===== src/design/tcpck_pkg.sv =====
// Shared types, constants and ones' complement helpers for the IPv4/TCP checksum engine.
`default_nettype none

package tcpck_pkg;

    // Status codes of a finished packet
    localparam logic [1:0] STATUS_OK        = 2'd0;
    localparam logic [1:0] STATUS_TRUNC     = 2'd1;
    localparam logic [1:0] STATUS_SHORT_HDR = 2'd2;

    // Byte positions within the packet and the segment
    localparam logic [15:0] LEN_SEEN_BYTES = 16'd4;   // bytes 0..3 always taken
    localparam logic [15:0] HDR_CSUM_POS   = 16'd10;  // IP header checksum word
    localparam logic [15:0] TCP_CSUM_POS   = 16'd16;  // TCP checksum word, segment relative
    localparam logic [15:0] ADDR_FIRST_POS = 16'd12;  // first address word
    localparam logic [15:0] ADDR_LAST_POS  = 16'd18;  // last address word
    localparam logic [15:0] TCP_PROTO      = 16'd6;
    localparam logic [5:0]  MIN_HDR_BYTES  = 6'd20;
    localparam logic [15:0] COUNT_MAX      = 16'hFFFF;

    // Packet state captured on the last byte, handed to the finishing stage
    typedef struct packed {
        logic [15:0] count;
        logic [5:0]  hdr_len;
        logic [15:0] total_len;
        logic [15:0] hdr_sum;
        logic [15:0] seg_sum;
        logic [7:0]  hold;
    } t_snap;

    // Fold a sum of up to eight 16-bit terms with end-around carry
    function automatic logic [15:0] oc_fold(input logic [18:0] s);
        logic [16:0] t;
        t = {1'b0, s[15:0]} + {14'b0, s[18:16]};
        return t[15:0] + {15'b0, t[16]};
    endfunction

    // Word at even position w belongs to the IP header sum
    function automatic logic route_hdr(input logic [15:0] w, input logic [5:0] hl);
        return (w < {10'b0, hl}) && (w != HDR_CSUM_POS);
    endfunction

    // Word at even position w belongs to the TCP segment sum
    function automatic logic route_seg(input logic [15:0] w, input logic [5:0] hl);
        logic [15:0] rel;
        rel = w - {10'b0, hl};
        return (w >= {10'b0, hl}) && (rel != TCP_CSUM_POS);
    endfunction

    // Word at even position w is an address word of the pseudo header
    function automatic logic route_pseudo(input logic [15:0] w);
        return (w >= ADDR_FIRST_POS) && (w <= ADDR_LAST_POS);
    endfunction

endpackage

`default_nettype wire


===== src/design/tcpck_finish.sv =====
// Finishing stage: odd-byte padding, pseudo header terms, status and the result register.
`default_nettype none

module tcpck_finish (
    input  wire                 i_clk,
    input  wire                 i_rst_n,
    input  wire                 i_snap_valid,
    input  tcpck_pkg::t_snap    i_snap,
    output logic                o_take,
    output logic                o_valid,
    input  wire                 i_ready,
    output logic [15:0]         o_ip_header_checksum,
    output logic [15:0]         o_tcp_checksum,
    output logic [1:0]          o_status
);

    logic        r_valid;
    logic [15:0] r_ip_csum;
    logic [15:0] r_tcp_csum;
    logic [1:0]  r_status;

    logic [15:0] lim;
    logic [15:0] end_pos;
    logic        pad;
    logic [15:0] pad_pos;
    logic [15:0] pad_word;
    logic [15:0] tcp_len;
    logic [15:0] w_h;
    logic [15:0] w_s;
    logic [15:0] w_p;
    logic [15:0] n_ip_csum;
    logic [15:0] n_tcp_csum;
    logic [1:0]  n_status;

    assign o_take = i_snap_valid && (!r_valid || i_ready);

    always_comb begin
        lim     = (i_snap.total_len < tcpck_pkg::LEN_SEEN_BYTES) ?
                  tcpck_pkg::LEN_SEEN_BYTES : i_snap.total_len;
        end_pos = (i_snap.count < lim) ? i_snap.count : lim;
        pad     = end_pos[0];
        pad_pos = {end_pos[15:1], 1'b0};
        pad_word = {i_snap.hold, 8'h00};
        tcp_len = i_snap.total_len - {10'b0, i_snap.hdr_len};

        w_h = (pad && tcpck_pkg::route_hdr(pad_pos, i_snap.hdr_len)) ? pad_word : 16'h0000;
        w_s = (pad && tcpck_pkg::route_seg(pad_pos, i_snap.hdr_len)) ? pad_word : 16'h0000;
        w_p = (pad && tcpck_pkg::route_pseudo(pad_pos)) ? pad_word : 16'h0000;

        n_ip_csum  = ~tcpck_pkg::oc_fold({3'b0, i_snap.hdr_sum} + {3'b0, w_h});
        n_tcp_csum = ~tcpck_pkg::oc_fold({3'b0, i_snap.seg_sum} + {3'b0, w_s}
                                         + {3'b0, w_p} + {3'b0, tcpck_pkg::TCP_PROTO}
                                         + {3'b0, tcp_len});

        if (i_snap.hdr_len < tcpck_pkg::MIN_HDR_BYTES) begin
            n_status = tcpck_pkg::STATUS_SHORT_HDR;
        end else if ((i_snap.count < tcpck_pkg::LEN_SEEN_BYTES) ||
                     (i_snap.count < i_snap.total_len)) begin
            n_status = tcpck_pkg::STATUS_TRUNC;
        end else begin
            n_status = tcpck_pkg::STATUS_OK;
        end
    end

    always_ff @(posedge i_clk) begin
        if (!i_rst_n) begin
            r_valid <= 1'b0;
        end else if (o_take) begin
            r_valid <= 1'b1;
        end else if (i_ready) begin
            r_valid <= 1'b0;
        end
    end

    always_ff @(posedge i_clk) begin
        if (o_take) begin
            r_ip_csum  <= n_ip_csum;
            r_tcp_csum <= n_tcp_csum;
            r_status   <= n_status;
        end
    end

    assign o_valid              = r_valid;
    assign o_ip_header_checksum = r_ip_csum;
    assign o_tcp_checksum       = r_tcp_csum;
    assign o_status             = r_status;

endmodule

`default_nettype wire


===== src/design/ipv4_tcp_checksum_engine.sv =====
// Top level of the IPv4/TCP checksum engine: byte intake, running sums and result pipeline.
//
//  channel | direction | handshake          | payload
//  --------+-----------+--------------------+--------------------------------------------------
//  input   | in        | i_valid / o_ready  | i_data_byte, i_last_byte
//  result  | out       | o_valid / i_ready  | o_ip_header_checksum, o_tcp_checksum, o_status
//
//  One byte is taken every cycle while o_ready is high; each byte within the total length folds
//  into the running sums in the cycle it is taken. A result passes from its last byte through the
//  snapshot register, then the finishing stage that adds padding and pseudo header terms.
//  Reset is synchronous, active low, and clears the packet state and both valid flags.
//  A stall on the result side holds the finishing stage, then the snapshot register; while a
//  snapshot waits for the finishing stage the input is held, whether the byte is last or not.
`default_nettype none

module ipv4_tcp_checksum_engine (
    input  wire         i_clk,
    input  wire         i_rst_n,
    input  wire         i_valid,
    output logic        o_ready,
    input  wire  [7:0]  i_data_byte,
    input  wire         i_last_byte,
    output logic        o_valid,
    input  wire         i_ready,
    output logic [15:0] o_ip_header_checksum,
    output logic [15:0] o_tcp_checksum,
    output logic [1:0]  o_status
);

    logic [15:0] r_count;
    logic [5:0]  r_hdr_len;
    logic [15:0] r_total_len;
    logic [15:0] r_hdr_sum;
    logic [15:0] r_seg_sum;
    logic [7:0]  r_hold;
    logic        r_fin_valid;
    tcpck_pkg::t_snap r_snap;

    logic [15:0] n_count;
    logic [5:0]  n_hdr_len;
    logic [15:0] n_total_len;
    logic [15:0] n_hdr_sum;
    logic [15:0] n_seg_sum;
    logic [7:0]  n_hold;

    logic        in_acc;
    logic        fin_take;
    logic        sat;
    logic        taken;
    logic        odd;
    logic [15:0] w_pos;
    logic [15:0] word;
    logic [15:0] w_h;
    logic [15:0] w_s;
    logic [15:0] w_p;

    assign in_acc  = i_valid && o_ready;
    assign o_ready = !r_fin_valid || fin_take;

    always_comb begin
        sat   = (r_count == tcpck_pkg::COUNT_MAX);
        taken = !sat && ((r_count < tcpck_pkg::LEN_SEEN_BYTES) || (r_count < r_total_len));
        odd   = taken && r_count[0];
        w_pos = {r_count[15:1], 1'b0};
        word  = {r_hold, i_data_byte};

        n_hdr_len = (taken && (r_count == 16'd0)) ? {i_data_byte[3:0], 2'b00} : r_hdr_len;
        n_total_len = r_total_len;
        if (taken && (r_count == 16'd2)) begin
            n_total_len = {i_data_byte, r_total_len[7:0]};
        end else if (taken && (r_count == 16'd3)) begin
            n_total_len = {r_total_len[15:8], i_data_byte};
        end
        n_hold = (taken && !r_count[0]) ? i_data_byte : r_hold;

        w_h = (odd && tcpck_pkg::route_hdr(w_pos, r_hdr_len)) ? word : 16'h0000;
        w_s = (odd && tcpck_pkg::route_seg(w_pos, r_hdr_len)) ? word : 16'h0000;
        w_p = (odd && tcpck_pkg::route_pseudo(w_pos)) ? word : 16'h0000;

        n_hdr_sum = tcpck_pkg::oc_fold({3'b0, r_hdr_sum} + {3'b0, w_h});
        n_seg_sum = tcpck_pkg::oc_fold({3'b0, r_seg_sum} + {3'b0, w_s} + {3'b0, w_p});
        n_count   = sat ? r_count : r_count + 16'd1;
    end

    // Packet state: advance per item, drop back to start after the last one
    always_ff @(posedge i_clk) begin
        if (!i_rst_n) begin
            r_count     <= 16'd0;
            r_hdr_len   <= 6'd0;
            r_total_len <= 16'd0;
            r_hdr_sum   <= 16'd0;
            r_seg_sum   <= 16'd0;
            r_hold      <= 8'd0;
            r_fin_valid <= 1'b0;
        end else begin
            if (in_acc) begin
                if (i_last_byte) begin
                    r_count     <= 16'd0;
                    r_hdr_len   <= 6'd0;
                    r_total_len <= 16'd0;
                    r_hdr_sum   <= 16'd0;
                    r_seg_sum   <= 16'd0;
                    r_hold      <= 8'd0;
                end else begin
                    r_count     <= n_count;
                    r_hdr_len   <= n_hdr_len;
                    r_total_len <= n_total_len;
                    r_hdr_sum   <= n_hdr_sum;
                    r_seg_sum   <= n_seg_sum;
                    r_hold      <= n_hold;
                end
            end
            if (in_acc && i_last_byte) begin
                r_fin_valid <= 1'b1;
            end else if (fin_take) begin
                r_fin_valid <= 1'b0;
            end
        end
    end

    always_ff @(posedge i_clk) begin
        if (in_acc && i_last_byte) begin
            r_snap.count     <= n_count;
            r_snap.hdr_len   <= n_hdr_len;
            r_snap.total_len <= n_total_len;
            r_snap.hdr_sum   <= n_hdr_sum;
            r_snap.seg_sum   <= n_seg_sum;
            r_snap.hold      <= n_hold;
        end
    end

    tcpck_finish u_finish (
        .i_clk                (i_clk),
        .i_rst_n              (i_rst_n),
        .i_snap_valid         (r_fin_valid),
        .i_snap               (r_snap),
        .o_take               (fin_take),
        .o_valid              (o_valid),
        .i_ready              (i_ready),
        .o_ip_header_checksum (o_ip_header_checksum),
        .o_tcp_checksum       (o_tcp_checksum),
        .o_status             (o_status)
    );

`ifndef SYNTH
    a_restart_after_last: assert property (@(posedge i_clk) disable iff (!i_rst_n)
        (in_acc && i_last_byte) |=> (r_count == 16'd0) && r_fin_valid)
        else $error("packet state not restarted after last item");

    a_count_advances: assert property (@(posedge i_clk) disable iff (!i_rst_n)
        (in_acc && !i_last_byte && (r_count != tcpck_pkg::COUNT_MAX))
        |=> (r_count == $past(r_count) + 16'd1))
        else $error("byte count did not advance on an accepted item");

    a_snapshot_held: assert property (@(posedge i_clk) disable iff (!i_rst_n)
        (r_fin_valid && !fin_take) |=> (r_fin_valid && $stable(r_snap)))
        else $error("pending snapshot lost or changed while stalled");

    a_hdr_len_words: assert property (@(posedge i_clk) disable iff (!i_rst_n)
        (r_hdr_len[1:0] == 2'b00))
        else $error("header length not a whole number of words");
`endif

endmodule

`default_nettype wire

===== config.mk =====
export PLATFORM = sky130hd
export DESIGN_NAME = ipv4_tcp_checksum_engine
export DESIGN_NICKNAME = d
export VERILOG_FILES = /design/src/design/tcpck_pkg.sv /design/src/design/tcpck_finish.sv /design/src/design/ipv4_tcp_checksum_engine.sv
export SDC_FILE = /design/constraint.sdc
export NUM_CORES = 1
export LEC_CHECK = 0
export ABC_AREA = 0
export BUFFER_PORTS_ARGS = -buffer_cell sky130_fd_sc_hd__buf_2
export CAP_MARGIN = 20
export CORE_AREA = 5 5 246 248
export DETAILED_ROUTE_END_ITERATION = 10
export DIE_AREA = 0 0 251 253
export SYNTH_ARGS = -nofsm -noshare
export SYNTH_HDL_FRONTEND = slang
export SYNTH_SLANG_ARGS = --single-unit

===== constraint.sdc =====
create_clock -name i_clk -period 11.6 [get_ports i_clk]
set_input_delay 0.58 -clock i_clk [delete_from_list [all_inputs] [get_ports i_clk]]
set_output_delay 0.58 -clock i_clk [all_outputs]
set_load 0.05 [all_outputs]

==> After elaboration in Yosys (flattened, before gate mapping) <==
Index checks and enable logic that the tools add are counted.
W data, S select, Z words.
{ "word_totals": {"reg_bits": 192, "elab_cells": 117, "out_inout_bits": 36, "input_bits": 13} }
{ "op_classes": {"n_addsub": 20, "n_mux": 24, "bitwise_logic": 2, "n_eq_ne": 7, "reduce_logical": 32, "magnitude_cmp": 15} }
{ "op_table": {"columns": ["operator", "n"], "rows": [
  ["$mux W16", 14],
  ["$add A16 B16 Y17", 4],
  ["$add A16 B1 Y16", 4],
  ["$lt A16 B16 Y1", 3],
  ["$lt A16 B3 Y1 const B", 3],
  ["$sub A16 B6 Y16", 3],
  ["$add A19 B16 Y19", 2],
  ["$add A16 B3 Y17", 2],
  ["$eq A16 B2 Y1 const B", 2],
  ["$ge A16 B4 Y1 const B", 2],
  ["$ge A16 B6 Y1", 2],
  ["$le A16 B5 Y1 const B", 2],
  ["$lt A16 B6 Y1", 2],
  ["$ne A16 B5 Y1 const B", 2],
  ["$not A16 Y16", 2],
  ["$ne A15 B3 Y1 const B", 2],
  ["$mux W8", 3],
  ["$logic_and A1 B1 Y1", 21],
  ["$add A19 B3 Y19 const B", 1],
  ["$add A17 B16 Y18", 1],
  ["$add A16 B1 Y17", 1],
  ["$add A16 B2 Y17", 1],
  ["$add A16 B1 Y16 const B", 1],
  ["$eq A16 B16 Y1 const B", 1],
  ["7 further kinds", 19]
]} }

==> Longest topological paths before layout <==
{ "depth": {"depth_word": 16, "mapped_depth": 57, "depth_no_buf": 56} }

==> Modules after synthesis <==
From an unflattened synthesis, not the netlist that was laid out.
{ "hier_totals": {"cells_unflattened": 1761, "area_unflattened_um2": 16199.3} }
{ "modules_own_cells": {"columns": ["mod", "cells_each", "seq_area_each_um2", "instances", "area_each_um2"], "rows": [
  ["ipv4_tcp_checksum_engine", 1098, 3923.8, 1, 10455.0],
  ["tcpck_finish", 663, 1041.0, 1, 5744.3]
]} }

==> Worst setup path before layout <==
No wires, ideal clock.
{ "synth_timing": {"kind": "register to register", "from": "reg r_snap[52] (netlist bit)", "to": "reg u_finish.r_tcp_csum[15], in the netlist u_finish.o_tcp_checksum[15] (data pin)", "synth_period_minus_slack_ns": 10.726, "t_required_ns": 11.338, "slack_ns": 0.874, "stages_incl_launch_ff": 56, "setup_ns": 0.262, "arrival_ns": 10.464, "path_cell_list": "edfxtp_1 nor3_1 nand3_1 inv_1 a31oi_1 ha_1 a21oi_1 nor2_1 a211oi_1 o31ai_2 o2bb2ai_1 nor2_1 clkbuf_1 o21ai_0 ha_1 nor2b_1 o21a_1 o21a_1 (+20 left out) a21oi_1 xnor2_1 ha_1 fa_1 and3_1 and2_1 nand4_1 nor3_1 nand2_1 nor4_1 ha_1 nand3_1 nor2_1 nand3_1 or4b_4 a2111oi_2 o21ai_1 xnor2_1"} }
{ "synth_between": {"elab_chain_len": 16, "word_cells_on_any_way": 23, "cone_classes": "add/sub (8); order compare (5); eq/ne (1); mux (4); bitwise (1); reduce/logical (4)"} }
{ "synth_lines": {"columns": ["element", "line", "text"], "rows": [
  ["from (decl)", "ipv4_tcp_checksum_engine.sv:37", "tcpck_pkg::t_snap r_snap;"],
  ["$lt A16 B3 Y1", "tcpck_finish.sv:38", "lim = (i_snap.total_len < tcpck_pkg::LEN_SEEN_BYTES) ?"],
  ["$mux W16", "tcpck_finish.sv:38", null],
  ["$lt A16 B16 Y1", "tcpck_finish.sv:40", "end_pos = (i_snap.count < lim) ? i_snap.count : lim;"],
  ["$mux W16", "tcpck_finish.sv:40", null],
  ["$sub A16 B6 Y16", "tcpck_pkg.sv:46", "rel = w - {10'b0, hl};"],
  ["$ne A16 B5 Y1", "tcpck_pkg.sv:47", "return (w >= {10'b0, hl}) && (rel != TCP_CSUM_POS);"],
  ["$logic_and A1 B1 Y1", "tcpck_pkg.sv:47", null],
  ["$logic_and A1 B1 Y1", "tcpck_finish.sv:47", "w_s = (pad && tcpck_pkg::route_seg(pad_pos, i_snap.hdr_len)) ? pad_word : 16'h0000;"],
  ["$mux W16", "tcpck_finish.sv:47", null],
  ["$add A16 B16 Y17", "tcpck_finish.sv:51", "n_tcp_csum = ~tcpck_pkg::oc_fold({3'b0, i_snap.seg_sum} + {3'b0, w_s}"],
  ["$add A19 B16 Y19", "tcpck_finish.sv:52", "+ {3'b0, w_p} + {3'b0, tcpck_pkg::TCP_PROTO}"],
  ["$add A19 B3 Y19", "tcpck_finish.sv:52", null],
  ["$add A19 B16 Y19 (*)", "tcpck_finish.sv:53", "+ {3'b0, tcp_len});"],
  ["$add A16 B3 Y17 (*)", "tcpck_pkg.sv:34", "t = {1'b0, s[15:0]} + {14'b0, s[18:16]};"],
  ["$add A16 B1 Y16 (*)", "tcpck_pkg.sv:35", "return t[15:0] + {15'b0, t[16]};"],
  ["$not A16 Y16 (*)", "tcpck_finish.sv:51", null],
  ["net u_finish.n_tcp_csum[15]", "tcpck_finish.sv:32", "logic [15:0] n_tcp_csum;"],
  ["to (signal assigned)", "tcpck_finish.sv:78", "r_tcp_csum <= n_tcp_csum;"],
  ["to (decl)", "tcpck_finish.sv:19", "logic [15:0] r_tcp_csum;"]
]} }
Mark *: on every way through the listed nets, which the timed path passes. The rest lies on a longest branch.
A chain may end at the register's enable or synchronous reset.

==> Final worst setup path <==
{ "layout_timing": {"from": "reg r_snap[51] (netlist bit)", "to": "reg u_finish.r_tcp_csum[15], in the netlist u_finish.o_tcp_checksum[15] (data pin)"} }
Same word-level chain as after synthesis.

==> results.ini <==
[yosys]
syn_inst = 1751
netlist_area_sq_um = 16100
ys_seq_elements = 192
synth.avg_cell_area_sq_um = 9.18
ys_top_cells_by_area = edfxtp_1 21%, ha_1 12%, dfxtp_1 10%
synth_top_area_share_pct = 20.9
ys_types = 99
ys_warn_count = 0
synth-edff-count = 112
async_reset_ff_share_pct = 0
synth.net_count = 1947
synth_largest_area_cell = edfxtp_1
yosysSeqAreaShare_pct = 30.9
ys.flop_type = edfxtp_1

[timing]
tightest_slew_ps = 970
fin_skew_ps = 16.3
setup_violations = 0
slew_headroom_pct = 34.8
min_period_ps = 11040
min_period_over_period_pct = 95.2
hold_viol_final = 0
finalSetupTns_ps = 0
slew_viol_final = 0
whs_ps = 479
timing.fmax_mhz = 90.5

[clock_network]
cts_made_buffers = 17
path_clk_slew_ps = 80
clk_latency_ps = 460
clockBufferDepth = 2
cts_root_buf = clkbuf_16
h-tree-depth = 4
clock_sinks = 192
cts_tree = yes
ctsHoldBuffers = 0

[global_routing]
grt_usage_pct = 13.1
antenna_found_initial = 3
grt_max_degree = 79
grt_first_pass_wirelength_microns = 67900
grt.overflow.total = 0
grt_pass1_vias = 12600

[final_layout]
antenna_cells = 0
register_area_sq_um = 4960
multi_input_area_sq_um = 10500
fin_cells = 2575
drive_above_1_share_pct = 10.6
nFillCells = 6000
syn_to_final_growth_pct = 11.3
layout_commonest_cell = ha_1
stdcell_area_sq_um = 17900
final_nets = 1985
final_cell_mix = 150 x ha_1, 124 x nand2_1, 122 x nor2_1, 120 x inv_1, 112 x edfxtp_1

[drt]
wirelength_microns = 42700
drt-initial-drc-count = 816
ant_nets = 0
drt-pass1-iter-count = 7
viasPerCell = 5.10
vias = 13100
wl_met1_microns = 19700
wl_met3_microns = 2030
wire_per_inst_microns = 16.6
wl_met2_microns = 19900
drcViolationCount = 0
top_layer_used = met5

[die]
row_count = 89
core_region_area_sq_um = 58200
die_y_microns = 253
dieArea_sq_um = 63500
io_pins = 49
start_util_pct = 27.6
die_w_microns = 251

[place]
dp.cells = 2532
place_area_sq_um = 17200
io_buffers = 48
hpwl_microns = 33600
gp_congestion = 0.888

[critical_path]
cp.required_ps = 11790
critical_path_class = register to register
cp_top_family = simple AND/OR/NAND/NOR gates
start_kind = register
worst-path-buf-inv = 4
crit_fanout = 7
slowest_delay_ps = 570
rrSetupSlack_ps = 560
cp_common_cell = ha_1
critPathArrivalTime_ps = 11230
cp-endpoint = u_finish.o_tcp_checksum[15]
regToRegStartpoint = r_snap[51]
cp_slowest_cell = or4b_4
r2r-end = u_finish.o_tcp_checksum[15]
crit_path_end_kind = register
r2r_cells = 56
cp.depth = 56
cp-startpoint = r_snap[51]

[run]
cap_violations = 0

[power]
p_per_area_nw_per_um2 = 103
leakage_nw = 7.24
ir_drop_mv = 0.106

[status]
status = finished clean

[hold_path]
hold_path_class = register to register

-- Yosys cell counts, types with 5 or more instances --
library cell / count
and4_1: 6
a22o_1: 19
mux2i_1: 6
xor2_1: 46
nor3_1: 38
dfxtp_1: 80
a211o_1: 11
o211ai_1: 23
o21ai_1: 9
clkbuf_1: 38
a21oi_1: 77
inv_1: 121
nor4b_1: 5
nor2_1: 126
nand3b_1: 8
or3_1: 13
nand3_1: 40
buf_2: 5
or2_2: 9
nor3b_1: 8
nand2b_1: 23
and3_1: 28
xnor2_1: 99
and2_1: 33
a21o_1: 50
nor2b_1: 77
a22oi_1: 51
a211oi_1: 15
o21a_1: 17
nand2_1: 125
fa_1: 32
mux2_2: 18
a31oi_1: 10
o21ai_0: 59
edfxtp_1: 112
nand4_1: 22
nor4_1: 22
o21bai_1: 14
ha_1: 151
-- report_power, final --
group	internal, mW	switching, mW
clock network	0.282	0.289
registers	0.752	0.0152
logic	0.185	0.312
-- layer usage --
metal  up-vias  GRT usage (%)
met5         -              0
met4         6           3.76
met3        65           1.99
met2       344           22.2
met1      6284           17.5
li1       6444              -
-- timing repair --
action,CTS,global route
pin swaps,0,4
setup endpoints to repair,3,8
setup buffers,0,10
gates resized for setup,2,18
-- kinds of logic (layout without fill, tap and decap cells) --
kind of cell	Yosys count	in the layout	share of synthesized area (%)
AOI/OAI and AO/OA	417	417	18.6
adders and majority gates	183	183	15.7
DFF	192	192	30.9
xor gates and xnor gates	149	149	8.38
buffers and inverters	172	223	4.20
muxes	24	24	1.63
and+or+nand+nor	614	614	20.6
-- layout make-up --
cell class                 instances  share of cell area (%)
multi-input combinational       1387                    58.9
sequential                       192                    27.7
tap                              773                    5.40
inverter                         121                    2.54
clock buffer                      18                    2.40
timing repair buffer              70                    2.33
clock inverter                    14                   0.671
-- worst min path at each step --
| stage | slack (ps) | startpoint | cells past startpoint | endpoint |
|---|---|---|---|---|
| floorplan | 430 | r_hdr_len[0] | 2 | r_hdr_len[0] |
| global placement | 460 | r_hdr_len[0] | 2 | r_hdr_len[0] |
| detailed placement | 460 | r_hdr_len[0] | 2 | r_hdr_len[0] |
| CTS | 470 | r_hdr_len[0] | 2 | r_hdr_len[0] |
| global route | 500 | r_hdr_len[0] | 2 | r_hdr_len[0] |
| finish | 480 | r_hdr_len[0] | 2 | r_hdr_len[0] |
-- worst register-to-register path, delay by kind of cell, from the launching register on --
| kind | cells | cell delay, ps |
|---|---|---|
| flip-flops | 1 | 470 |
| AO/OA/AOI/OAI | 21 | 3330 |
| adder cells (fa/ha/maj) | 9 | 2670 |
| buffers and inverters | 4 | 370 |
| AND/OR/NAND/NOR | 19 | 3450 |
| multiplexers | 1 | 180 |
| XOR/XNOR | 2 | 290 |
-- metrics by stage --
step                power [mW]  setup slack (ps)  utilization, %
floorplan                 1.15               874               -
global placement          1.26               317            29.5
detailed placement        1.27              -136            29.5
CTS                       1.84              44.9            30.4
global route              1.93              -104            30.7
finish                    1.84               556            30.7
-- sequential cells by signal, indices dropped and copies added (netlist names) --
register,flops
r_hdr_sum,16
u_finish.o_status,2
r_seg_sum,16
u_finish.o_ip_header_checksum,16
u_finish.o_valid,1
r_hdr_len,6
u_finish.o_tcp_checksum,16
r_fin_valid,1
r_total_len,16
r_hold,8
r_snap,78
r_count,16
Power figures use the tool's default switching activity.
